## config.mk

```make
export PLATFORM = sky130hd
export DESIGN_NAME = vdpf_fifo
export DESIGN_NICKNAME = d
export VERILOG_FILES = /design/src/rtl/vdpf_pkg.sv /design/src/rtl/vdpf_fifo.sv
export VERILOG_INCLUDE_DIRS = /design/src /design/src/rtl
export SDC_FILE = /design/constraint.sdc
export NUM_CORES = 1
export LEC_CHECK = 0
export BUFFER_PORTS_ARGS = -buffer_cell sky130_fd_sc_hd__buf_2
export CAP_MARGIN = 20
export CELL_PAD_IN_SITES_DETAIL_PLACEMENT = 0
export CELL_PAD_IN_SITES_GLOBAL_PLACEMENT = 1
export CORE_UTILIZATION = 48
export DETAILED_ROUTE_END_ITERATION = 10
export GPL_TIMING_DRIVEN = 0
export HOLD_SLACK_MARGIN = 0.06
export PLACE_DENSITY_LB_ADDON = 0.1
export SKIP_CTS_REPAIR_TIMING = 1
export SLEW_MARGIN = 40
export SYNTH_ARGS = -nofsm -noshare
export SYNTH_HDL_FRONTEND = slang
export SYNTH_SLANG_ARGS = --single-unit
```

## constraint.sdc

```tcl
create_clock -name clk -period 18.7 [get_ports clk]
set_input_delay 0.935 -clock clk [delete_from_list [all_inputs] [get_ports clk]]
set_output_delay 0.935 -clock clk [all_outputs]
set_load 0.005 [all_outputs]
```

## src/rtl/assert_macros.svh

```systemverilog
// Assertion macros shared by the voxel filter RTL.
// Needs clk and rst_n in the scope where a macro is used.
`ifndef ASSERT_MACROS_SVH
`define ASSERT_MACROS_SVH

// Plain clocked property, masked while in reset.
`define VDPF_ASSERT(lbl, prop, msg) \
  lbl: assert property (@(posedge clk) disable iff (!rst_n) prop) \
    else $error(msg);

// Same-cycle implication.
`define VDPF_ASSERT_IMP(lbl, ante, cons, msg) \
  `VDPF_ASSERT(lbl, (ante) |-> (cons), msg)

`endif

```

## src/rtl/vdpf_pkg.sv

```systemverilog
// Shared constants, types and codes of the voxel dedup point filter.
// No dependencies; every RTL module imports this package.
package vdpf_pkg;

  localparam int CAPACITY    = 65536;
  localparam int TABLE_SLOTS = 131072;   // power of two
  localparam int AXIS_BITS   = 21;

  localparam int COORD_W = 32;
  localparam int VPM_W   = 32;
  localparam int CNT_W   = 17;
  localparam int PIDX_W  = 16;
  localparam int KEY_W   = 63;
  localparam int STAT_W  = 3;
  localparam int IDX_W   = $clog2(TABLE_SLOTS);

  // Slot index is bits [HASH_SHIFT +: IDX_W] of key * HASH_MUL, so only the
  // low HB bits of key and multiplier matter. Split in halves for the multiply.
  localparam int HASH_SHIFT = 20;
  localparam int HB         = HASH_SHIFT + IDX_W;
  localparam int HL         = (HB + 1) / 2;
  localparam int HU         = HB - HL;
  localparam logic [63:0]    HASH_MUL = 64'h9E37_79B9_7F4A_7C15;
  localparam logic [HL-1:0]  HASH_C0  = HASH_MUL[HL-1:0];
  localparam logic [HU-1:0]  HASH_C1  = HASH_MUL[HB-1:HL];

  localparam int QDEPTH = 2;
  localparam int QPW    = $clog2(QDEPTH);

  localparam int CFG_AW = 3;
  localparam logic REG_POINT_LIMIT = 1'b0;
  localparam logic REG_VPM         = 1'b1;
  localparam logic [CNT_W-1:0] POINT_LIMIT_RST = 17'd65536;
  localparam logic [VPM_W-1:0] VPM_RST         = 32'd655360;

  localparam logic [STAT_W-1:0] ST_ADDED   = 3'd0;
  localparam logic [STAT_W-1:0] ST_TAKEN   = 3'd1;
  localparam logic [STAT_W-1:0] ST_RANGE   = 3'd2;
  localparam logic [STAT_W-1:0] ST_FULL    = 3'd3;
  localparam logic [STAT_W-1:0] ST_CLEARED = 3'd4;

  typedef enum logic [1:0] {
    K_ADD,
    K_RANGE,
    K_CLEAR
  } kind_t;

  typedef struct packed {
    kind_t                     kind;
    logic [KEY_W-1:0]          key;
    logic [IDX_W-1:0]          idx;
    logic signed [COORD_W-1:0] x;
    logic signed [COORD_W-1:0] y;
    logic signed [COORD_W-1:0] z;
  } qent_t;

  typedef struct packed {
    logic [CNT_W-1:0] point_limit;
    logic [VPM_W-1:0] vpm;
  } cfg_t;

endpackage

```

## src/rtl/vdpf_fifo.sv

```systemverilog
// Short entry queue between the front end and the table engine.
// Depends on vdpf_pkg and assert_macros.svh.
`include "assert_macros.svh"
module vdpf_fifo (
  input  logic            clk,
  input  logic            rst_n,
  input  logic            push,
  input  vdpf_pkg::qent_t push_ent,
  output logic            full,
  input  logic            pop,
  output vdpf_pkg::qent_t head,
  output logic            empty
);
  import vdpf_pkg::*;

  qent_t ent_r [QDEPTH];
  logic [QPW-1:0] wp_r, wp_nxt, rp_r, rp_nxt;
  logic [QPW:0]   cnt_r, cnt_nxt;

  assign full  = (cnt_r == (QPW+1)'(QDEPTH));
  assign empty = (cnt_r == '0);
  assign head  = ent_r[rp_r];

  always_comb begin
    wp_nxt  = push ? wp_r + 1'b1 : wp_r;
    rp_nxt  = pop  ? rp_r + 1'b1 : rp_r;
    cnt_nxt = cnt_r + (QPW+1)'(push) - (QPW+1)'(pop);
  end

  always_ff @(posedge clk) begin
    if (!rst_n) begin
      wp_r  <= '0;
      rp_r  <= '0;
      cnt_r <= '0;
    end else begin
      wp_r  <= wp_nxt;
      rp_r  <= rp_nxt;
      cnt_r <= cnt_nxt;
    end
  end

  always_ff @(posedge clk) begin
    if (push) begin
      ent_r[wp_r] <= push_ent;
    end
  end

  `VDPF_ASSERT_IMP(a_push_room, push, !full, "entry pushed into a full queue")
  `VDPF_ASSERT_IMP(a_pop_data, pop, !empty, "entry popped from an empty queue")

endmodule

```

==> run summary <==
The flow ran to the end, and the final reports show no timing, DRC or antenna violations. The hold-critical path depth came out at 2. The global router's overall resource usage came out at 0.178. The power share of the clock group is 0.374. The biggest area contributor in the post-synthesis netlist is sky130_fd_sc_hd__edfxtp_1. The number of buffers on the longest clock path came out at 3. The post-detailed-route DRC marker count is 0.

The first-pass GRT wire length came out at 38,200 µm. The unique cell type count in the Yosys netlist is 14. The tightest min-delay check is of the reg2reg type. The worst setup path is captured at an output port. Dividing the detail-routed via count by the number of cells gives 4.83. In this run the power density over the cells is 106 nW/µm². The cell count of the worst reg-to-reg path came out at 4. The endpoint of the lowest-slack register-to-register path is ent_r[0][96]$_DFFE_PP_. TritonCTS built the clock tree. On the worst path, the slowest cell contributes a delay of 0.32 ns.

The number of antenna violations at the first check in global routing is 9. The floorplan has 61 rows. The mean instance size in the synthesized netlist is 23.5 µm². The internal power consumption came out at 0.00145 W. After routing, the total negative slack on setup checks comes to 0 ns. The global-route congestion overflow total is 0.

The number of levels in the clock H-tree is 2. The critical path is of the reg2out type. The fraction of layout cells with a size suffix above 1 came out at 0.611.

The cell sitting at the root of the clock tree is a sky130_fd_sc_hd__clkbuf_16. The number of instances in the synthesized netlist came out at 575. The count of fill cells added during filler insertion came out at 2,045. The most used flip-flop cell after synthesis is sky130_fd_sc_hd__edfxtp_1. The count of port buffers added during placement came out at 361. The fmax is 360 MHz.

Synthesis produced a netlist with a net count of 759. For the pin with the worst max-slew slack, the measured transition is 0.494 ns. The area used by sequential logic in the layout is 10,800 µm². The peak supply drop is 0.0702 mV.

The CTS sink count came out at 361. The later pin in the worst-skew pair is clocked with a latency of 0.51 ns. The placer's final routability congestion estimate is 0.728.

The TritonCTS buffer count came out at 39. The starting utilization of the core area came out at 0.487. The max capacitance violation total is 0. The area share of the largest cell type after synthesis came out at 0.792. Counting stages on the worst path, the most repeated cell is sky130_fd_sc_hd__buf_6. The combinational power share is 0.109. The ratio of final minimum period to clock period is 0.149. The final hold violation count came out at 0. The total wire length came out at 26,500 µm. The count of nets left with antenna violations after detail routing came out at 0. The switching share of power is 0.209.

The area growth from synthesis to layout is 27.9%. The total via count in the routed design is 6,786. The leading cell type by number of instances after synthesis is sky130_fd_sc_hd__edfxtp_1. Headroom to the max-slew limit came out at 0.670. The leakage power is 6.74 nW. The area of the mapped netlist is 13,500 µm².

The sequential share of the synthesized area came out at 0.800. The number of DRC violations after detailed-routing iteration 0 is 358. The share of flip-flops with an asynchronous set or reset after synthesis is 0. The time the worst path needs with I/O delays and setup is 2.78 ns. The maximum number of pins on one net before global-route repair is 40. The boundary pin count is 362.

The register share of total power came out at 0.517. The startpoint identified for the worst register-to-register timing path is wp_r$_SDFFE_PN0P_. The slowest stage cell on the critical path is sky130_fd_sc_hd__dfxtp_1. After clock tree synthesis, the clock-pin slew on the worst setup and hold paths is 0.06 ns. The overall die area is 28,800 µm². The total number of nets in the final design came out at 1,176.

Along the worst path, the maximum fanout reaches 10. The placeable core region is 27,700 µm². The switching power came out at 0.000382 W. The non-filler instance count after layout came out at 1,404. The placed instance area came out at 16,100 µm².

The critical path goes through buf_6 > buf_6 > buf_6 > mux2_4 > buf_2. The worst endpoint data arrival time is 1.85 ns. Synthesis inferred 361 register bits. The number of placed instances, taps included, is 1,329.

Setup violations remaining at the end of the flow were counted as 0. By area the synthesized netlist is led by sky130_fd_sc_hd__edfxtp_1 (79%), sky130_fd_sc_hd__mux2_4 (11%), sky130_fd_sc_hd__mux2_2 (6.4%), sky130_fd_sc_hd__buf_6 (1.3%), sky130_fd_sc_hd__dfxtp_1 (0.74%). The final design area excluding fillers is 17,300 µm². The synthesized design contains 356 enable-type register cells. The horizontal die dimension came out at 170 µm.

The yosys synthesis warning count came out at 0. Once detailed placement completed, the half-perimeter wirelength came to 19,300 µm. The number of max-slew violations in the final report is 0.

The setup slack on the worst flop-to-flop path is 16.94 ns. The commonest cells after synthesis are sky130_fd_sc_hd__edfxtp_1 (356), sky130_fd_sc_hd__mux2_4 (101), sky130_fd_sc_hd__mux2_2 (77). The worst hold path begins at rp_r$_SDFFE_PN0P_. STA puts the critical path data required time at 17.77 ns. Summing all multi-input logic gate instances after layout gives 2510 µm².

The first-pass iteration count of the detailed router is 4. The number of global-route vias before repair came to 6,935. STA classifies the critical path startpoint as a flop.

Clock skew on the completed layout was measured at 0.0149 ns. In this run the vertical extent of the chip is 170 µm. In the final routed layout, each cell accounts on average for 18.9 µm. Setup repair after global routing left no endpoint under its margin.
==> worst max-delay path, delay by kind of cell, from the launching register on <==
family                 cells  cell delay, ns
buffers and inverters      4            0.70
flip-flops                 1            0.32
multiplexers               1            0.32
==> metrics by stage <==
step                       util  hold WS [ns]  power [W]  worst slack, ns
final                     0.623         0.599    0.00183            15.92
after global routing      0.623         0.593    0.00189            15.82
after CTS                 0.622         0.590    0.00185            15.86
after detailed placement  0.581         0.598    0.00117            16.17
after global placement    0.569         0.566    0.00116             5.19
after floorplan               -         0.555    0.00108             9.31
==> registers in the layout, indices dropped and copies added, names as in the netlist, named ones only <==
signal	count
ent_r	356
cnt_r	2
rp_r	1
wp_r	1
==> power by group through the flow <==
stage	clock network (W)	registers [W]	logic, W
floorplan	0	0.000970	0.000107
global placement	0	0.000976	0.000187
detailed placement	0	0.000963	0.000203
CTS	0.000702	0.000946	0.000204
global route	0.000730	0.000949	0.000215
finish	0.000683	0.000946	0.000199
==> cell usage in the layout (no fill, tap or decap) <==
| cell type | Yosys | layout |
|---|---|---|
| sky130_fd_sc_hd__buf_12 | 0 | 4 |
| sky130_fd_sc_hd__and2_4 | 0 | 1 |
| sky130_fd_sc_hd__inv_6 | 0 | 1 |
| sky130_fd_sc_hd__mux2_2 | 77 | 77 |
| sky130_fd_sc_hd__ha_1 | 2 | 2 |
| sky130_fd_sc_hd__buf_16 | 0 | 6 |
| sky130_fd_sc_hd__inv_1 | 2 | 2 |
| sky130_fd_sc_hd__and2_1 | 4 | 3 |
| sky130_fd_sc_hd__mux2_4 | 101 | 101 |
| sky130_fd_sc_hd__edfxtp_1 | 356 | 356 |
| sky130_fd_sc_hd__buf_2 | 5 | 366 |
| sky130_fd_sc_hd__dfxtp_1 | 5 | 5 |
| sky130_fd_sc_hd__nor2b_1 | 4 | 3 |
| sky130_fd_sc_hd__clkinv_1 | 0 | 10 |
| sky130_fd_sc_hd__o21a_1 | 1 | 1 |
| sky130_fd_sc_hd__clkbuf_16 | 0 | 41 |
| sky130_fd_sc_hd__buf_6 | 15 | 15 |
| sky130_fd_sc_hd__nor2_1 | 1 | 1 |
| sky130_fd_sc_hd__xnor3_1 | 1 | 1 |
| sky130_fd_sc_hd__nor2b_4 | 0 | 1 |
| sky130_fd_sc_hd__xor2_1 | 1 | 1 |
| sky130_fd_sc_hd__clkbuf_1 | 0 | 12 |
| sky130_fd_sc_hd__diode_2 | 0 | 6 |
| sky130_fd_sc_hd__buf_8 | 0 | 5 |
| sky130_fd_sc_hd__clkinv_2 | 0 | 5 |
==> kinds of logic (layout without fill, tap and decap cells) <==
| group | count (synthesis) | in the layout | share of synthesized area |
|---|---|---|---|
| flip-flops | 361 | 361 | 0.800 |
| multiplexers | 178 | 178 | 0.177 |
| buffers and inverters | 22 | 467 | 0.0149 |
| AND/OR/NAND/NOR | 9 | 9 | 0.00399 |
| adder cells (fa/ha/maj) | 2 | 2 | 0.00185 |
| XOR/XNOR | 2 | 2 | 0.00232 |
| AO/OA/AOI/OAI | 1 | 1 | 0.000557 |
| other | 0 | 6 | 0 |
==> cell type report <==
| class | instances | share of cell area |
|---|---|---|
| Clock inverter | 16 | 0.00413 |
| Antenna cell | 6 | 0.000870 |
| Clock buffer | 53 | 0.0621 |
| Tap cell | 378 | 0.0274 |
| Sequential cell | 361 | 0.625 |
| Timing Repair Buffer | 376 | 0.123 |
| Multi-Input combinational cell | 192 | 0.145 |
| Buffer | 20 | 0.0112 |
| Inverter | 2 | 0.000435 |
==> per-layer routing <==
layer	up-vias	GRT usage	wire [µm]
met5	-	0	57
met4	8	0.0607	594
met3	55	0.0753	2740
met2	271	0.305	13300
met1	3297	0.200	9830
li1	3155	-	-
==> how the worst max path moves through the flow <==
stage | start | end | cells past startpoint
after global routing | flop | head[141] | 5
after detailed placement | push | ent_r[0][105]$_DFFE_PP_ | 5
after CTS | flop | head[59] | 5
after floorplan | push | ent_r[0][0]$_DFFE_PP_ | 1
after global placement | push | wp_r$_SDFFE_PN0P_ | 3
final | flop | head[59] | 5
Note: power is estimated with default switching activity, not from simulation.
