**src/rtl/assert_macros.svh**
```systemverilog
// Assertion macros shared by the voxel filter RTL.
// Needs clk and rst_n in the scope where a macro is used.
`ifndef ASSERT_MACROS_SVH
`define ASSERT_MACROS_SVH

// Plain clocked property, masked while in reset.
`define VDPF_ASSERT(lbl, prop, msg) \
  lbl: assert property (@(posedge clk) disable iff (!rst_n) prop) \
    else $error(msg);

// Same-cycle implication.
`define VDPF_ASSERT_IMP(lbl, ante, cons, msg) \
  `VDPF_ASSERT(lbl, (ante) |-> (cons), msg)

`endif

```
**src/rtl/vdpf_pkg.sv**
```systemverilog
// Shared constants, types and codes of the voxel dedup point filter.
// No dependencies; every RTL module imports this package.
package vdpf_pkg;

  localparam int CAPACITY    = 65536;
  localparam int TABLE_SLOTS = 131072;   // power of two
  localparam int AXIS_BITS   = 21;

  localparam int COORD_W = 32;
  localparam int VPM_W   = 32;
  localparam int CNT_W   = 17;
  localparam int PIDX_W  = 16;
  localparam int KEY_W   = 63;
  localparam int STAT_W  = 3;
  localparam int IDX_W   = $clog2(TABLE_SLOTS);

  // Slot index is bits [HASH_SHIFT +: IDX_W] of key * HASH_MUL, so only the
  // low HB bits of key and multiplier matter. Split in halves for the multiply.
  localparam int HASH_SHIFT = 20;
  localparam int HB         = HASH_SHIFT + IDX_W;
  localparam int HL         = (HB + 1) / 2;
  localparam int HU         = HB - HL;
  localparam logic [63:0]    HASH_MUL = 64'h9E37_79B9_7F4A_7C15;
  localparam logic [HL-1:0]  HASH_C0  = HASH_MUL[HL-1:0];
  localparam logic [HU-1:0]  HASH_C1  = HASH_MUL[HB-1:HL];

  localparam int QDEPTH = 2;
  localparam int QPW    = $clog2(QDEPTH);

  localparam int CFG_AW = 3;
  localparam logic REG_POINT_LIMIT = 1'b0;
  localparam logic REG_VPM         = 1'b1;
  localparam logic [CNT_W-1:0] POINT_LIMIT_RST = 17'd65536;
  localparam logic [VPM_W-1:0] VPM_RST         = 32'd655360;

  localparam logic [STAT_W-1:0] ST_ADDED   = 3'd0;
  localparam logic [STAT_W-1:0] ST_TAKEN   = 3'd1;
  localparam logic [STAT_W-1:0] ST_RANGE   = 3'd2;
  localparam logic [STAT_W-1:0] ST_FULL    = 3'd3;
  localparam logic [STAT_W-1:0] ST_CLEARED = 3'd4;

  typedef enum logic [1:0] {
    K_ADD,
    K_RANGE,
    K_CLEAR
  } kind_t;

  typedef struct packed {
    kind_t                     kind;
    logic [KEY_W-1:0]          key;
    logic [IDX_W-1:0]          idx;
    logic signed [COORD_W-1:0] x;
    logic signed [COORD_W-1:0] y;
    logic signed [COORD_W-1:0] z;
  } qent_t;

  typedef struct packed {
    logic [CNT_W-1:0] point_limit;
    logic [VPM_W-1:0] vpm;
  } cfg_t;

endpackage

```
**src/rtl/vdpf_front.sv**
```systemverilog
// Front end: takes input beats, scales each axis to a voxel coordinate,
// forms the key and its slot hash, and pushes a classified entry. Uses vdpf_pkg.
module vdpf_front (
  input  logic                         clk,
  input  logic                         rst_n,
  input  logic                         in_tvalid,
  output logic                         in_tready,
  input  logic [95:0]                  in_tdata,   // x, y, z
  input  logic [0:0]                   in_tuser,   // mode
  input  vdpf_pkg::cfg_t               cfg,
  input  logic                         sweeping,
  input  logic                         full,
  output logic                         push,
  output vdpf_pkg::qent_t              push_ent
);
  import vdpf_pkg::*;

  typedef enum logic [1:0] {
    F_IDLE,
    F_SCALE,
    F_HASH,
    F_PUSH
  } fstate_t;

  localparam logic [1:0] LAST_STEP = 2'd3;

  fstate_t state_r, state_nxt;
  logic [1:0] cnt_r, cnt_nxt;
  kind_t kind_r, kind_nxt;
  logic signed [COORD_W-1:0] x_r, x_nxt, y_r, y_nxt, z_r, z_nxt;
  logic signed [63:0] prod_r, prod_nxt;
  logic [KEY_W-1:0] key_r, key_nxt;
  logic rng_ok_r, rng_ok_nxt;
  logic [HB-1:0] pp0_r, pp0_nxt, pp1_r, pp1_nxt, pp2_r, pp2_nxt;

  logic signed [COORD_W-1:0] coord_sel;
  logic signed [VPM_W:0]     scale_s;
  logic signed [64:0]        prod_full;
  logic [31:0]               vox;
  logic [31-AXIS_BITS+1:0]   vox_hi;
  logic                      ax_ok;
  logic [AXIS_BITS-1:0]      field;
  logic [HL-1:0]             ha;
  logic [HU-1:0]             hb;
  logic [2*HL-1:0]           m0;
  logic [HB-1:0]             m1, m2;
  logic [HB-1:0]             hsum;
  logic                      accept;

  assign in_tready = (state_r == F_IDLE) && !sweeping;
  assign accept    = in_tvalid && in_tready;

  always_comb begin
    case (cnt_r)
      2'd0:    coord_sel = x_r;
      2'd1:    coord_sel = y_r;
      default: coord_sel = z_r;
    endcase
  end

  assign scale_s   = signed'({1'b0, cfg.vpm});
  assign prod_full = coord_sel * scale_s;

  // Upper half of the exact product is the floored voxel coordinate.
  assign vox    = prod_r[63:32];
  assign vox_hi = vox[31:AXIS_BITS-1];
  assign ax_ok  = (&vox_hi) | (~|vox_hi);
  assign field  = {~vox[AXIS_BITS-1], vox[AXIS_BITS-2:0]};

  assign ha = key_r[HL-1:0];
  assign hb = key_r[HB-1:HL];
  assign m0 = ha * HASH_C0;
  assign m1 = ha * HASH_C1;
  assign m2 = hb * HASH_C0;
  assign hsum = pp0_r + ((pp1_r + pp2_r) << HL);

  always_comb begin
    state_nxt  = state_r;
    cnt_nxt    = cnt_r;
    kind_nxt   = kind_r;
    x_nxt      = x_r;
    y_nxt      = y_r;
    z_nxt      = z_r;
    prod_nxt   = prod_r;
    key_nxt    = key_r;
    rng_ok_nxt = rng_ok_r;
    pp0_nxt    = pp0_r;
    pp1_nxt    = pp1_r;
    pp2_nxt    = pp2_r;
    push       = 1'b0;
    push_ent.kind = kind_r;
    push_ent.key  = key_r;
    push_ent.idx  = hsum[HB-1:HASH_SHIFT];
    push_ent.x    = x_r;
    push_ent.y    = y_r;
    push_ent.z    = z_r;

    case (state_r)
      F_IDLE: begin
        if (accept) begin
          x_nxt      = in_tdata[31:0];
          y_nxt      = in_tdata[63:32];
          z_nxt      = in_tdata[95:64];
          key_nxt    = '0;
          rng_ok_nxt = 1'b1;
          cnt_nxt    = 2'd0;
          if (in_tuser[0]) begin
            kind_nxt  = K_CLEAR;
            state_nxt = F_PUSH;
          end else begin
            kind_nxt  = K_ADD;
            state_nxt = F_SCALE;
          end
        end
      end
      F_SCALE: begin
        // multiply one axis while checking the previous one
        if (cnt_r != LAST_STEP) begin
          prod_nxt = prod_full[63:0];
        end
        if (cnt_r != 2'd0) begin
          rng_ok_nxt = rng_ok_r & ax_ok;
        end
        case (cnt_r)
          2'd1:    key_nxt[0 +: AXIS_BITS]           = field;
          2'd2:    key_nxt[AXIS_BITS +: AXIS_BITS]   = field;
          2'd3:    key_nxt[2*AXIS_BITS +: AXIS_BITS] = field;
          default: ;
        endcase
        cnt_nxt = cnt_r + 2'd1;
        if (cnt_r == LAST_STEP) begin
          if (rng_ok_r & ax_ok) begin
            state_nxt = F_HASH;
          end else begin
            kind_nxt  = K_RANGE;
            state_nxt = F_PUSH;
          end
        end
      end
      F_HASH: begin
        pp0_nxt   = m0[HB-1:0];
        pp1_nxt   = m1;
        pp2_nxt   = m2;
        state_nxt = F_PUSH;
      end
      F_PUSH: begin
        if (!full) begin
          push      = 1'b1;
          state_nxt = F_IDLE;
        end
      end
      default: state_nxt = F_IDLE;
    endcase
  end

  always_ff @(posedge clk) begin
    if (!rst_n) begin
      state_r <= F_IDLE;
      cnt_r   <= 2'd0;
    end else begin
      state_r <= state_nxt;
      cnt_r   <= cnt_nxt;
    end
    kind_r   <= kind_nxt;
    x_r      <= x_nxt;
    y_r      <= y_nxt;
    z_r      <= z_nxt;
    prod_r   <= prod_nxt;
    key_r    <= key_nxt;
    rng_ok_r <= rng_ok_nxt;
    pp0_r    <= pp0_nxt;
    pp1_r    <= pp1_nxt;
    pp2_r    <= pp2_nxt;
  end

endmodule

```
**config.mk**
```make
export PLATFORM = sky130hd
export DESIGN_NAME = vdpf_front
export DESIGN_NICKNAME = d
export VERILOG_FILES = /design/src/rtl/assert_macros.svh /design/src/rtl/vdpf_pkg.sv /design/src/rtl/vdpf_front.sv
export SDC_FILE = /design/constraint.sdc
export NUM_CORES = 2
export LEC_CHECK = 0
export BUFFER_PORTS_ARGS = -buffer_cell sky130_fd_sc_hd__buf_2
export CAP_MARGIN = 30
export CORE_UTILIZATION = 55
export DETAILED_ROUTE_END_ITERATION = 10
export GPL_TIMING_DRIVEN = 1
export PLACE_DENSITY = 0.73
export SYNTH_ARGS = -nofsm -noshare
export SYNTH_HDL_FRONTEND = slang
export SYNTH_SLANG_ARGS = --single-unit
```
**constraint.sdc**
```tcl
create_clock -name clk -period 25 [get_ports clk]
set_input_delay 1.25 -clock clk [delete_from_list [all_inputs] [get_ports clk]]
set_output_delay 1.25 -clock clk [all_outputs]
set_load 0.01 [all_outputs]
```
==> impl_metrics.py <==
metrics = {
    "status": {
        "status": "complete, no violations",
    },
    "cts": {
        "worstSkewPairLatency_ns": 0.56,
        "cts_max_level": 1,
        "cts_resized": 0,
        "cts_root_buf": "clkbuf_16",
        "cts_setup_buffers": 0,
        "cts_tree": "built",
        "cts.path.max_buffers": 3,
        "cts_hold_buf": 0,
        "cts.sinks": 252,
        "clk_pin_slew_ns": 0.06,
        "cts_made_buffers": 26,
    },
    "hold_path": {
        "min_to": "state_r[0]",
        "holdPathStages": 1,
        "hold_path_startpoint": "state_r[0]",
        "min_path_type": "flop to flop",
    },
    "routing": {
        "initialDrtViolationCount": 2447,
        "vias": 37300,
        "wire_per_inst_um": 20.7,
        "routed_wl_mm": 139,
        "post-route-drc-count": 0,
        "first_pass_iters": 5,
        "final_antenna_net_count": 0,
        "avgViaCountPerCell": 5.56,
    },
    "timing": {
        "tightest_slew_ns": 1.04,
        "finalHoldViolations": 0,
        "finalCritPeriodShare_pct": 43.5,
        "period_needed_ns": 10.87,
        "fin_worst_skew_ns": 0.0183,
        "tns_ns": 0,
        "relSlewSlack_pct": 30.5,
        "rsz0062_at_grt": "false",
        "fmax_mhz": 92.0,
        "finalSetupViolations": 0,
        "final_max_slew_viol_count": 0,
    },
    "worst_setup_path": {
        "crit_arrival_ns": 11.16,
        "rr_worst_depth": 32,
        "cp-end-kind": "flop",
        "path_class": "flop to flop",
        "critPathLaunchType": "flop",
        "worst_ep_required_time_ns": 25.29,
        "crit_path_max_fanout": 46,
        "r2r_start": "cnt_r[0]",
        "cp_slowest_stage_delay_ns": 0.81,
        "critPathSlowestCell": "ha_2",
        "r2r_end": "prod_r[61]",
        "crit_top_cell": "fa_1",
        "worst-r2r-setup-slack_ns": 14.13,
    },
    "synth": {
        "synth-seq-cells": 252,
        "synth_top_area_cell": "fa_1",
        "seq_area_frac_synth_pct": 14.1,
        "synth_top_area_share_pct": 40.5,
        "ys.warnings.count": 0,
        "synth_area_leaders": "fa_1 (40%), ha_1 (15%), edfxtp_1 (14%), inv_1 (8.7%), and2_1 (7.5%)",
        "synthArstFlopShare_pct": 0,
        "synth_edf_count": 248,
        "netlist_area_um2": 53200,
        "ys_types": 72,
        "synth.avg_cell_area_um2": 10.1,
        "synth_fp_nets": 7121,
        "synth_commonest_cells": "inv_1 (1231), fa_1 (1076), and2_1 (640)",
        "netlist_instances": 5267,
        "ys.flop_type": "edfxtp_1",
        "synthMostInstantiatedCell": "inv_1",
    },
    "cells_and_area": {
        "nets": 7279,
        "drive_gt1_share_pct": 8.98,
        "area_growth_pct": 6.94,
    },
    "place": {
        "io_buffers": 313,
        "hpwl_mm": 105,
        "gp_congestion": 0.952,
    },
    "global_route": {
        "antenna_found_initial": 4,
        "grt_pass1_vias": 39900,
        "grt_first_pass_wirelength_mm": 220,
        "grt_use_total_pct": 29.1,
        "grt_start_max_net_pins": 56,
        "grt.overflow.total": 0,
    },
    "floorplanning": {
        "die_area_um2": 98000,
        "die_y_um": 313,
        "initial_core_util_pct": 55.7,
        "die_x_um": 313,
        "row_count": 113,
        "core_area_um2": 95400,
        "ioPinCount": 331,
    },
    "job": {
        "cap_violations": 0,
    },
}
## worst max path at each step
stage          cells past startpoint          to  startpoint  slack [ns]
6_report                          32  prod_r[61]    cnt_r[0]       14.13
5_1_grt                           32  prod_r[55]    cnt_r[0]       13.67
4_1_cts                           32  prod_r[61]    cnt_r[0]       14.24
3_5_place_dp                      32  prod_r[61]    cnt_r[0]       14.29
3_3_place_gp                      31  prod_r[61]    cnt_r[0]       14.12
2_1_floorplan                     31  prod_r[61]    cnt_r[0]       16.41
## layout by cell type (no fill, tap or decap), types with 6 or more instances in the layout
cell type,instances
buf_4,58
a21oi_2,22
buf_2,313
or2_2,13
nor3_1,21
nor2b_1,40
nand3_1,19
o21ai_0,45
inv_1,1230
nor2_2,9
o21bai_1,16
and3_1,42
or3_1,6
o21a_1,11
and2_1,640
a311oi_1,20
xor2_1,37
clkbuf_16,27
nand2b_1,7
nand4_1,17
xnor2_1,98
a211oi_1,9
fa_1,1076
ha_1,623
nand2_1,411
a21oi_1,127
edfxtp_1,248
nor2_1,92
a21o_1,45
## flip-flops by register name, summed over array words and instances (netlist names), 2 cells and up
| signal | cells |
|---|---|
| pp1_r | 16 |
| pp2_r | 18 |
| kind_r | 2 |
| key_r | 63 |
| y_r | 32 |
| cnt_r | 2 |
| x_r | 32 |
| pp0_r | 20 |
| prod_r | 32 |
| state_r | 2 |
| z_r | 32 |
## final cells by class
| cell class | count | area, µm² |
|---|---|---|
| flip-flops and latches | 252 | 7530 |
| diodes | 2 | 5.00 |
| multi-input cells | 3540 | 40200 |
| inverters | 1231 | 4620 |
| repair buffers | 374 | 2060 |
| well taps | 1265 | 1580 |
| clock inverters | 18 | 223 |
| fillers | 8034 | 38500 |
| clock buffers | 28 | 679 |
## cells by family after synthesis
logic type / count (synthesis) / synth area share (%)
adder cells (fa/ha/maj): 1703 / 55.2
buffers and inverters: 1475 / 10.6
AND/OR/NAND/NOR: 1335 / 13.3
AO/OA/AOI/OAI: 366 / 4.54
flip-flops: 252 / 14.1
XOR/XNOR: 135 / 2.22
multiplexers: 1 / 0.0188
## per-stage QoR
stage | instance area (µm²) | utilization (%) | setup WS (ns) | hold WS [ns] | cells
2_1_floorplan | 53200 | - | 16.41 | 0.493 | 5267
3_3_place_gp | 55900 | 58.6 | 14.12 | 0.518 | 6658
3_5_place_dp | 55900 | 58.6 | 14.29 | 0.520 | 6660
4_1_cts | 56800 | 59.6 | 14.24 | 0.535 | 6706
5_1_grt | 56900 | 59.6 | 13.67 | 0.595 | 6708
6_report | 56900 | 59.6 | 14.13 | 0.531 | 6710
## worst max-delay path, delay by kind of cell (launching register included)
kind                       cells  cell delay [ns]
adders and majority gates     10             5.07
AOI/OAI and AO/OA             10             3.07
and+or+nand+nor                4             1.07
buffers and inverters          7             0.88
DFF                            1             0.35
xor gates and xnor gates       1             0.16
## layer usage
metal	vias to the layer above	wire, µm	GRT usage [%]
li1	16300	-	-
met1	19300	54600	38.1
met5	-	11	0
met4	2	4150	7.53
met3	288	10900	4.44
met2	1440	68900	50.6
Power is left out: the tool's default activity adds up to more than one toggle a clock period on the data nets, which glitch-free logic cannot reach.
