`config.mk`:
```
export PLATFORM = sky130hd
export DESIGN_NAME = vdpf_cfg
export DESIGN_NICKNAME = d
export VERILOG_FILES = /design/src/rtl/assert_macros.svh /design/src/rtl/vdpf_pkg.sv /design/src/rtl/vdpf_cfg.sv
export SDC_FILE = /design/constraint.sdc
export NUM_CORES = 1
export LEC_CHECK = 0
export BUFFER_PORTS_ARGS = -buffer_cell sky130_fd_sc_hd__clkbuf_2
export CAP_MARGIN = 40
export CORE_ASPECT_RATIO = 0.8
export CORE_MARGIN = 3
export CORE_UTILIZATION = 40
export CTS_CLUSTER_SIZE = 10
export DETAILED_ROUTE_END_ITERATION = 8
export PLACE_DENSITY = 0.74
export SETUP_SLACK_MARGIN = 0.4
export SLEW_MARGIN = 20
export SYNTH_ARGS = -nofsm -noshare
export SYNTH_HDL_FRONTEND = slang
export SYNTH_SLANG_ARGS = --single-unit
```
`constraint.sdc`:
```
create_clock -name clk -period 0.9 [get_ports clk]
set_input_delay 0.18 -clock clk [delete_from_list [all_inputs] [get_ports clk]]
set_output_delay 0.18 -clock clk [all_outputs]
set_load 0.02 [all_outputs]
```
`src/rtl/assert_macros.svh`:
```
// Assertion macros shared by the voxel filter RTL.
// Needs clk and rst_n in the scope where a macro is used.
`ifndef ASSERT_MACROS_SVH
`define ASSERT_MACROS_SVH

// Plain clocked property, masked while in reset.
`define VDPF_ASSERT(lbl, prop, msg) \
  lbl: assert property (@(posedge clk) disable iff (!rst_n) prop) \
    else $error(msg);

// Same-cycle implication.
`define VDPF_ASSERT_IMP(lbl, ante, cons, msg) \
  `VDPF_ASSERT(lbl, (ante) |-> (cons), msg)

`endif

```
`src/rtl/vdpf_pkg.sv`:
```
// Shared constants, types and codes of the voxel dedup point filter.
// No dependencies; every RTL module imports this package.
package vdpf_pkg;

  localparam int CAPACITY    = 65536;
  localparam int TABLE_SLOTS = 131072;   // power of two
  localparam int AXIS_BITS   = 21;

  localparam int COORD_W = 32;
  localparam int VPM_W   = 32;
  localparam int CNT_W   = 17;
  localparam int PIDX_W  = 16;
  localparam int KEY_W   = 63;
  localparam int STAT_W  = 3;
  localparam int IDX_W   = $clog2(TABLE_SLOTS);

  // Slot index is bits [HASH_SHIFT +: IDX_W] of key * HASH_MUL, so only the
  // low HB bits of key and multiplier matter. Split in halves for the multiply.
  localparam int HASH_SHIFT = 20;
  localparam int HB         = HASH_SHIFT + IDX_W;
  localparam int HL         = (HB + 1) / 2;
  localparam int HU         = HB - HL;
  localparam logic [63:0]    HASH_MUL = 64'h9E37_79B9_7F4A_7C15;
  localparam logic [HL-1:0]  HASH_C0  = HASH_MUL[HL-1:0];
  localparam logic [HU-1:0]  HASH_C1  = HASH_MUL[HB-1:HL];

  localparam int QDEPTH = 2;
  localparam int QPW    = $clog2(QDEPTH);

  localparam int CFG_AW = 3;
  localparam logic REG_POINT_LIMIT = 1'b0;
  localparam logic REG_VPM         = 1'b1;
  localparam logic [CNT_W-1:0] POINT_LIMIT_RST = 17'd65536;
  localparam logic [VPM_W-1:0] VPM_RST         = 32'd655360;

  localparam logic [STAT_W-1:0] ST_ADDED   = 3'd0;
  localparam logic [STAT_W-1:0] ST_TAKEN   = 3'd1;
  localparam logic [STAT_W-1:0] ST_RANGE   = 3'd2;
  localparam logic [STAT_W-1:0] ST_FULL    = 3'd3;
  localparam logic [STAT_W-1:0] ST_CLEARED = 3'd4;

  typedef enum logic [1:0] {
    K_ADD,
    K_RANGE,
    K_CLEAR
  } kind_t;

  typedef struct packed {
    kind_t                     kind;
    logic [KEY_W-1:0]          key;
    logic [IDX_W-1:0]          idx;
    logic signed [COORD_W-1:0] x;
    logic signed [COORD_W-1:0] y;
    logic signed [COORD_W-1:0] z;
  } qent_t;

  typedef struct packed {
    logic [CNT_W-1:0] point_limit;
    logic [VPM_W-1:0] vpm;
  } cfg_t;

endpackage

```
`src/rtl/vdpf_cfg.sv`:
```
// Configuration registers behind the APB-style port.
// Depends on vdpf_pkg.
module vdpf_cfg (
  input  logic                       clk,
  input  logic                       rst_n,
  input  logic                       cfg_psel,
  input  logic                       cfg_penable,
  input  logic                       cfg_pwrite,
  input  logic [vdpf_pkg::CFG_AW-1:0] cfg_paddr,
  input  logic [31:0]                cfg_pwdata,
  output logic [31:0]                cfg_prdata,
  output logic                       cfg_pready,
  output vdpf_pkg::cfg_t             cfg
);
  import vdpf_pkg::*;

  cfg_t cfg_r;
  cfg_t cfg_nxt;
  logic wr;
  logic sel;

  assign cfg_pready = 1'b1;
  assign wr  = cfg_psel & cfg_penable & cfg_pwrite;
  assign sel = cfg_paddr[CFG_AW-1];
  assign cfg = cfg_r;

  always_comb begin
    cfg_nxt = cfg_r;
    if (wr) begin
      case (sel)
        REG_POINT_LIMIT: cfg_nxt.point_limit = cfg_pwdata[CNT_W-1:0];
        default:         cfg_nxt.vpm         = cfg_pwdata[VPM_W-1:0];
      endcase
    end
  end

  always_comb begin
    case (sel)
      REG_POINT_LIMIT: cfg_prdata = {{(32-CNT_W){1'b0}}, cfg_r.point_limit};
      default:         cfg_prdata = cfg_r.vpm;
    endcase
  end

  always_ff @(posedge clk) begin
    if (!rst_n) begin
      cfg_r.point_limit <= POINT_LIMIT_RST;
      cfg_r.vpm         <= VPM_RST;
    end else begin
      cfg_r <= cfg_nxt;
    end
  end

endmodule

```
==> impl_results.md, run 1 <==
* Synth Net Count at 276
* Halt Reason: [ERROR DPL-0038] Utilization greater than 100%, impossible to legalize
* Number of CTS-inserted buffers at 5
* Routability-driven placement congestion ratio at 0.750
* Last stage the flow got to: global routing
* Number of core rows at 23
* Cell area after synthesis at approximately 0.0023 mm^2
* Buffers from clock root to sink, at most at 2
* Die Width at 89.9 um
* Result of the run: stopped before the end
* Number of synthesis warnings at 0
* Largest net degree at the start of global routing at 44
* Instance count of the mapped netlist at 236
* Worst endpoint after global-route timing repair: cfg_prdata[9]
* Number of buffers inserted by port buffering at 118
* Number of register bits inferred by synthesis at 49
* Top-level port count at ~120
* Die Ht at 73.1 um
* Sequential area share after synthesis at 0.436
* Initial core utilization at 0.432
* Total of hold buffers inserted after clock tree synthesis at 0
* H-tree levels at 2
* Type of pin the worst path ends at: top-level output
* Cell variety after synth at 15
* Avg Inst Size Synth at 9.54 um^2
* Detailed placer's ending HPWL at 4.49 mm
* DP Area at 0.00343 mm^2
* CTS Root Buffer Type: clkbuf_8
* Number of clock sinks at 49
-- Yosys cell counts (all sizes together) --
cell type,count,area (um^2)
nand2,76,285
dfxtp,49,981
mux2i,49,490
mux2,17,191
and2,15,93.8
buf,11,95.1
clkbuf,9,33.8
nor2b,6,37.5
and4,1,8.76
conb,1,3.75
nand4,1,6.26
nand4b,1,23.8
-- cell families after synthesis --
kind of cell	share of synthesized area
DFF	0.436
other	0.00167
buffers and inverters	0.0572
and+or+nand+nor	0.202
muxes	0.303
-- through the flow --
stage	setup WS, ns	std cells
after CTS	-0.365	482
after detailed placement	-0.311	449
after global placement	-0.292	449
after floorplan	-0.0585	236
-- what timing repair did --
action,in CTS
setup buffers,22
gates resized for setup,205
gates cloned,3
endpoints found under the setup margin,130
==> inputs of run 2 (changes only) <==
--- a/config.mk
+++ b/config.mk
@@ -7,13 +7,10 @@
 export LEC_CHECK = 0
 export BUFFER_PORTS_ARGS = -buffer_cell sky130_fd_sc_hd__clkbuf_2
 export CAP_MARGIN = 40
-export CORE_ASPECT_RATIO = 0.8
 export CORE_MARGIN = 3
 export CORE_UTILIZATION = 40
-export CTS_CLUSTER_SIZE = 10
 export DETAILED_ROUTE_END_ITERATION = 8
-export PLACE_DENSITY = 0.74
-export SETUP_SLACK_MARGIN = 0.4
+export PLACE_DENSITY_LB_ADDON = 0.15
 export SLEW_MARGIN = 20
 export SYNTH_ARGS = -nofsm -noshare
 export SYNTH_HDL_FRONTEND = slang
==> constraint.sdc (replaced) <==
create_clock -name clk -period 1.15 [get_ports clk]
set_input_delay 0.23 -clock clk [delete_from_list [all_inputs] [get_ports clk]]
set_output_delay 0.23 -clock clk [all_outputs]
set_load 0.02 [all_outputs]
==> impl_results.md, run 2 <==
* EDFF count, synth at 0 (unchanged)
* FF-to-FF Start: cfg[48]$_SDFFE_PN1P_
* Initial core utilization at 0.427 (-0.00503)
* Clock Skew at 0 ns
* Final Hold Fails at 0
* Count of placed standard cells in the final layout, fillers left out at approximately 450
* Most used standard cells in the synthesized netlist: nand2_1 (76), dfxtp_1 (49), mux2i_1 (49)
* Maximum clock frequency at 784 MHz
* Vias per cell at 4.67
* Synth Net Count at 276 (unchanged)
* Layout cell share with drive strength beyond 1 at 0.641
* Post-synthesis xor/xnor area fraction at 0 (unchanged)
* Setup crit start: cfg[43]$_SDFFE_PN0P_
* Largest net degree at the start of global routing at 37
* Total power divided by cell area at approximately 900 mW/mm^2
* Cell variety after synth at 15 (unchanged)
* Most frequent standard cell in the layout excluding fill and tap cells: nand2_1
* Drc violations at 0
* Async SR Flop Fraction at 0 (unchanged)
* Initial DRC count at 36
* RSZ-0062 raised after global routing: true
* Total of hold buffers inserted after clock tree synthesis at 0 (unchanged)
* Crit path arrival time at 1.05 ns
* Required time worst endpoint at 0.92 ns
* Critical path peak fanout at 3
* Inst Count DP at 418 (-6.9%)
* First drt pass iteration count at 4
* Antenna-violating nets left at 0
* Post-Place Worst Slack at -0.152 ns (+0.159 ns)
* Clock latency on the worst-skew pair at 0.29 ns
* Mean routed wirelength per cell at 13.6 um
* Shortest period the worst path allows at 1.28 ns
* Cell area after synthesis at 0.00225 mm^2 (unchanged)
* Max-capacitance violation count at 0
* Number of endpoints failing setup at the final stage at 17
* Die Width at 81.0 um (-9.9%)
* Worst setup EP type: output pin
* Result of the run: complete, but fails checks
* Detailed placer's ending HPWL at 3.76 mm (-16%)
* Worst Setup Slack, final at -0.125 ns
* Sequential area share after synthesis at 0.436 (unchanged)
* H-tree levels at 2 (unchanged)
* Antenna diode instance count at 0
* Number of vias after detailed routing at roughly 2.1k
* Worst setup path category: flop to output pin
* CTS Root Buffer Type: clkbuf_8
* Worst vdd rail ir drop at 0.527 mV
* Die area at around 0.0066 mm^2
* Filler Cell Count at a little over 400
* Worst Min Path Start: cfg_pwdata[30]
* Compound-cell area share of the yosys netlist at 0 (unchanged)
* Share of the synthesized area in the top cell type at 0.436 (unchanged)
* Multiplexer share of the synthesized area at 0.303 (unchanged)
* Most frequent cells in the layout: nand2_1 (76), clkbuf_2 (73), mux2i_1 (49), dfxtp_2 (49), buf_6 (37)
* Number of clock sinks at 49 (unchanged)
* Post-route clock period utilization at 1.11
* TritonCTS clock tree: done
* Global Route Usage Sum at 0.164
* Routability-driven placement congestion ratio at 0.703 (-6.2%)
* Number of register bits inferred by synthesis at 49 (unchanged)
* Simple-Gate Fraction of Synth Area at 0.202 (unchanged)
* Adder-cell area share of the yosys netlist at 0 (unchanged)
* Combinational family with the most area after synthesis: multiplexers
* Layout net count at 419
* Leak Pwr at roughly 0.0019 uW
* Buffers from clock root to sink, at most at 2 (unchanged)
* Antenna violations before repair at 0
* Setup_tns at -1.75 ns
* Total grt overflow at 0
* Type of origin of the critical path: flop
* Number of buffers inserted by port buffering at 118 (unchanged)
* Wire length of the first global-routing pass at 8.53 mm
* Top-count cell post-synth: nand2_1
* Core box area at ~0.0053 mm^2
* Flip-flop count of the largest register, all copies and words added at 49
* Slew Viols, Final at 0
* Failing checks: negative setup slack
* Number of CTS-inserted buffers at 5 (unchanged)
* Die Ht at 81.0 um (+11%)
* Cell type contributing the most total cell area after synthesis: dfxtp_1
* Syn-to-layout area delta at 65.1%
* Number of core rows at 26 (+13%)
* Avg Inst Size Synth at 9.54 um^2 (unchanged)
* Number of global-route vias before repair at 1853
* Instance count of the mapped netlist at 236 (unchanged)
* Final wirelength at 6.09 mm
* Leading register cell type out of synthesis: dfxtp_1
* Kind of path behind the tightest hold check: input pin to flop
* Cell types with the largest area share after synthesis: dfxtp_1 (44%), mux2i_1 (22%), nand2_1 (13%), mux2_2 (8.5%), and2_1 (4.2%)
* Top-level port count at 122 (unchanged)
* CTS clk-pin slew, worst paths at 0.08 ns
* Number of synthesis warnings at 0 (unchanged)
[run 2: per-layer routing]
metal	wire [um]	share of wire	GRT usage
met1	2520	0.41	0.199
met2	3050	0.50	0.278
met3	485	0.080	0.0543
met4	41	0.0067	0.0456
met5	0	0	0
[run 2: area by class of cell]
class                      count  area (um^2)  share of cell area
multi-input combinational    167         1220               0.329
clock buffer                   7         86.3              0.0232
tap                           70         87.6              0.0236
sequential                    49         1040               0.280
timing repair buffer         156         1280               0.344
[run 2: worst paths after layout]
check        slack (ns)  depth (start not counted)                   end
min reg2reg        0.47                          2  cfg[21]$_SDFFE_PN0P_
max               -0.13                          2        cfg_prdata[11]
min                0.15                          3  cfg[30]$_SDFFE_PN0P_
max reg2reg        0.41                          3  cfg[48]$_SDFFE_PN1P_
[run 2: timing repair]
item | in CTS | in global routing
endpoints found under the setup margin | 32 | 43
buffers inserted | 11 | 12
gates cloned | 0 | 1
gates resized for setup | 59 | 150
[run 2: where the power goes]
group	leakage [uW]	total (uW)	internal [uW]	switching, uW
Combinational	0.00146	586	301	285
Sequential	0.000418	1770	1740	28.1
Clock	0.0000443	1000	478	522
[run 2: cells by family (layout without fill, tap and decap cells)]
group,count (synthesis),after routing
other,1,1
and+or+nand+nor,100,100
DFF,49,49
muxes,66,66
buffers and inverters,20,163
[run 2: critical path, cell delays in order, from the launching register on]
cell     delay (ns)
dfxtp_2        0.34
mux2_4         0.28
buf_6          0.13
[run 2: stage by stage]
| step | area, um^2 | power [uW] | utilization | hold WS [ns] |
|---|---|---|---|---|
| global route | 3720 | 3520 | 0.705 | 0.136 |
| CTS | 3300 | 3290 | 0.626 | 0.142 |
| global placement | 2980 | 2260 | 0.566 | 0.454 |
| finish | 3720 | 3350 | 0.705 | 0.150 |
| detailed placement | 2980 | 2270 | 0.566 | 0.463 |
| floorplan | 2250 | 2080 | - | 0.372 |
Note: power is estimated with default switching activity, not from simulation.
==> inputs of run 3 (changes only) <==
--- a/config.mk
+++ b/config.mk
@@ -7,8 +7,9 @@
 export LEC_CHECK = 0
 export BUFFER_PORTS_ARGS = -buffer_cell sky130_fd_sc_hd__clkbuf_2
 export CAP_MARGIN = 40
-export CORE_MARGIN = 3
-export CORE_UTILIZATION = 40
+export CORE_ASPECT_RATIO = 0.8
+export CORE_MARGIN = 5
+export CORE_UTILIZATION = 44
 export DETAILED_ROUTE_END_ITERATION = 8
 export PLACE_DENSITY_LB_ADDON = 0.15
 export SLEW_MARGIN = 20
==> impl_results.md, run 3 (synthesized netlist as in run 2, its figures left out) <==
* Number of buffer and inverter instances along the worst setup path at 1 (unchanged)
* Worst setup EP type: output pin
* Worst-path cell with the longest stage delay: dfxtp_2
* Syn-to-layout area delta at 72.2%
* Highest cell delay on the worst timing path at 0.33 ns (about the same)
* CTS clk-pin slew, worst paths at 0.09 ns (about the same)
* Total power divided by cell area at 869 mW/mm^2 (-3.6%)
* Share of total power in combinational logic at 0.181 (+0.006)
* Critical path peak fanout at 2 (-1)
* Top-level port count at 122 (unchanged)
* Largest net degree at the start of global routing at 53 (+43%)
* Final Hold Fails at 0 (unchanged)
* Initial core utilization at 0.452 (+0.0250)
* Kind of path behind the tightest hold check: input pin to flop
* Core box area at 0.00498 mm^2 (-5.5%)
* Mean routed wirelength per cell at 15.2 um (+12%)
* Setup_tns at -1.97 ns (-0.223 ns)
* Number of global-route vias before repair at 2150 (+16%)
* Part of the total power dissipated in sequential elements at 0.524 (-0.003)
* RSZ-0062 raised after global routing: true
* Number of core rows at 23 (-12%)
* Worst vdd rail ir drop at 0.588 mV (+11%)
* Worst Setup Slack, final at -0.126 ns (-0.000445 ns)
* Number of clock sinks at 49 (unchanged)
* Total of hold buffers inserted after clock tree synthesis at 0 (unchanged)
* TritonCTS clock tree: done
* Antenna-violating nets left at 0 (unchanged)
* Final wirelength at 6.77 mm (+11%)
* Global Route Usage Sum at 0.187 (+0.0224)
* Most frequent standard cell in the layout excluding fill and tap cells: nand2_1
* Switch Pwr at 890 uW (+6.6%)
* Crit path arrival time at 1.05 ns (about the same)
* Buffers from clock root to sink, at most at 2 (unchanged)
* Clock network power share at 0.296 (-0.002)
* H-tree levels at 2 (unchanged)
* Clock Skew at 0 ns (unchanged)
* Number of vias after detailed routing at 2145 (+2.3%)
* Layout cell share with drive strength beyond 1 at 0.632 (-0.00931)
* Most frequent cells in the layout: nand2_1 (76), clkbuf_2 (57), mux2i_1 (49), dfxtp_2 (49), buf_6 (39)
* Failing checks: negative setup slack
* Wire length of the first global-routing pass at 10.2 mm (+20%)
* Post-route clock period utilization at 1.11 (about the same)
* Die Ht at 74.0 um (-8.7%)
* Drc violations at 0 (unchanged)
* Flip-flop count of the largest register, all copies and words added at 49 (unchanged)
* Initial DRC count at 40 (+11%)
* Die area at 0.00666 mm^2 (+1.4%)
* Die Width at 90.0 um (+11%)
* Layout net count at 422 (+0.72%)
* Leak Pwr at 0.00197 uW (+2.7%)
* Internal at 2480 uW (-1.5%)
* List of cells traversed by the critical path: mux2_4 -> buf_8
* Antenna diode instance count at 0 (unchanged)
* Antenna violations before repair at 0 (unchanged)
* Largest delay share family, worst path: flip-flops
* Total grt overflow at 0 (unchanged)
* Result of the run: complete, but fails checks
* Routability-driven placement congestion ratio at 0.697 (-0.84%)
* CTS Root Buffer Type: clkbuf_8
* Switching share of total power at 0.264 (+0.0150)
* Maximum clock frequency at 784 MHz (about the same)
* Worst slack on hold paths at 0.149 ns (-0.00178 ns)
* Max-capacitance violation count at 0 (unchanged)
* Shortest period the worst path allows at 1.28 ns (+0.000445 ns)
* Worst setup path category: flop to output pin
* Detailed placer's ending HPWL at 4.03 mm (+7.2%)
* Vias per cell at 4.82 (+3.3%)
* Filler Cell Count at 334 (-18%)
* Clock latency on the worst-skew pair at 0.30 ns (about the same)
* Number of CTS-inserted buffers at 5 (unchanged)
* Slew Viols, Final at 0 (unchanged)
* Number of buffers inserted by port buffering at 118 (unchanged)
* Required time worst endpoint at 0.92 ns (about the same)
* Type of origin of the critical path: flop
* Number of endpoints failing setup at the final stage at 17 (unchanged)
* First drt pass iteration count at 5 (+1)
run 3: what timing repair did:
item	in CTS	in global routing
endpoints found under the setup margin	32	59
gates resized for setup	109	146
setup buffers	29	7
run 3: final timing paths:
| path | start | to | slack [ns] | cells after the start |
|---|---|---|---|---|
| setup / recovery | cfg[48]$_SDFFE_PN1P_ | cfg_prdata[16] | -0.13 | 2 |
| hold / removal | cfg_pwdata[20] | cfg[20]$_SDFFE_PN0P_ | 0.15 | 3 |
| setup reg to reg | cfg[8]$_SDFFE_PN0P_ | cfg[8]$_SDFFE_PN0P_ | 0.36 | 3 |
| hold reg to reg | cfg[28]$_SDFFE_PN0P_ | cfg[28]$_SDFFE_PN0P_ | 0.47 | 2 |
run 3: cell type report:
type	count	area, um^2	area share
clock inverter	2	15.0	0.00387
sequential	49	1040	0.269
multi-input combinational	167	1220	0.316
clock buffer	6	72.6	0.0187
timing repair buffer	159	1450	0.373
tap	62	77.6	0.0200
run 3: through the flow:
| stage | setup slack [ns] | cell area, um^2 | std cells | total power (uW) | utilization |
|---|---|---|---|---|---|
| detailed placement | -0.124 | 2940 | 404 | 2260 | 0.590 |
| global route | -0.158 | 3880 | 445 | 3500 | 0.779 |
| CTS | -0.144 | 3550 | 441 | 3330 | 0.713 |
| global placement | -0.116 | 2940 | 404 | 2250 | 0.590 |
| finish | -0.126 | 3880 | 445 | 3370 | 0.779 |
| floorplan | 0.0261 | 2250 | 236 | 2080 | - |
run 3: power groups by stage:
stage / Combinational (uW) / Clock, uW / Sequential [uW]
5_1_grt: 655 / 1070 / 1770
2_1_floorplan: 234 / 0 / 1840
3_5_place_dp: 460 / 0 / 1800
6_report: 609 / 996 / 1760
3_3_place_gp: 453 / 0 / 1800
4_1_cts: 539 / 1030 / 1760
run 3: tightest hold or removal path, cell delays in order:
cell and delay (ns):
clkbuf_2 0.08, nand2_1 0.04, mux2i_1 0.06
run 3: layer usage:
| layer | vias to the layer above | routed length (um) | GRT usage |
|---|---|---|---|
| met2 | 80 | 3380 | 0.337 |
| met1 | 993 | 2850 | 0.217 |
| met4 | 0 | 82 | 0.0612 |
| met5 | - | 0 | 0 |
| met3 | 8 | 450 | 0.0546 |
| li1 | 1064 | - | - |
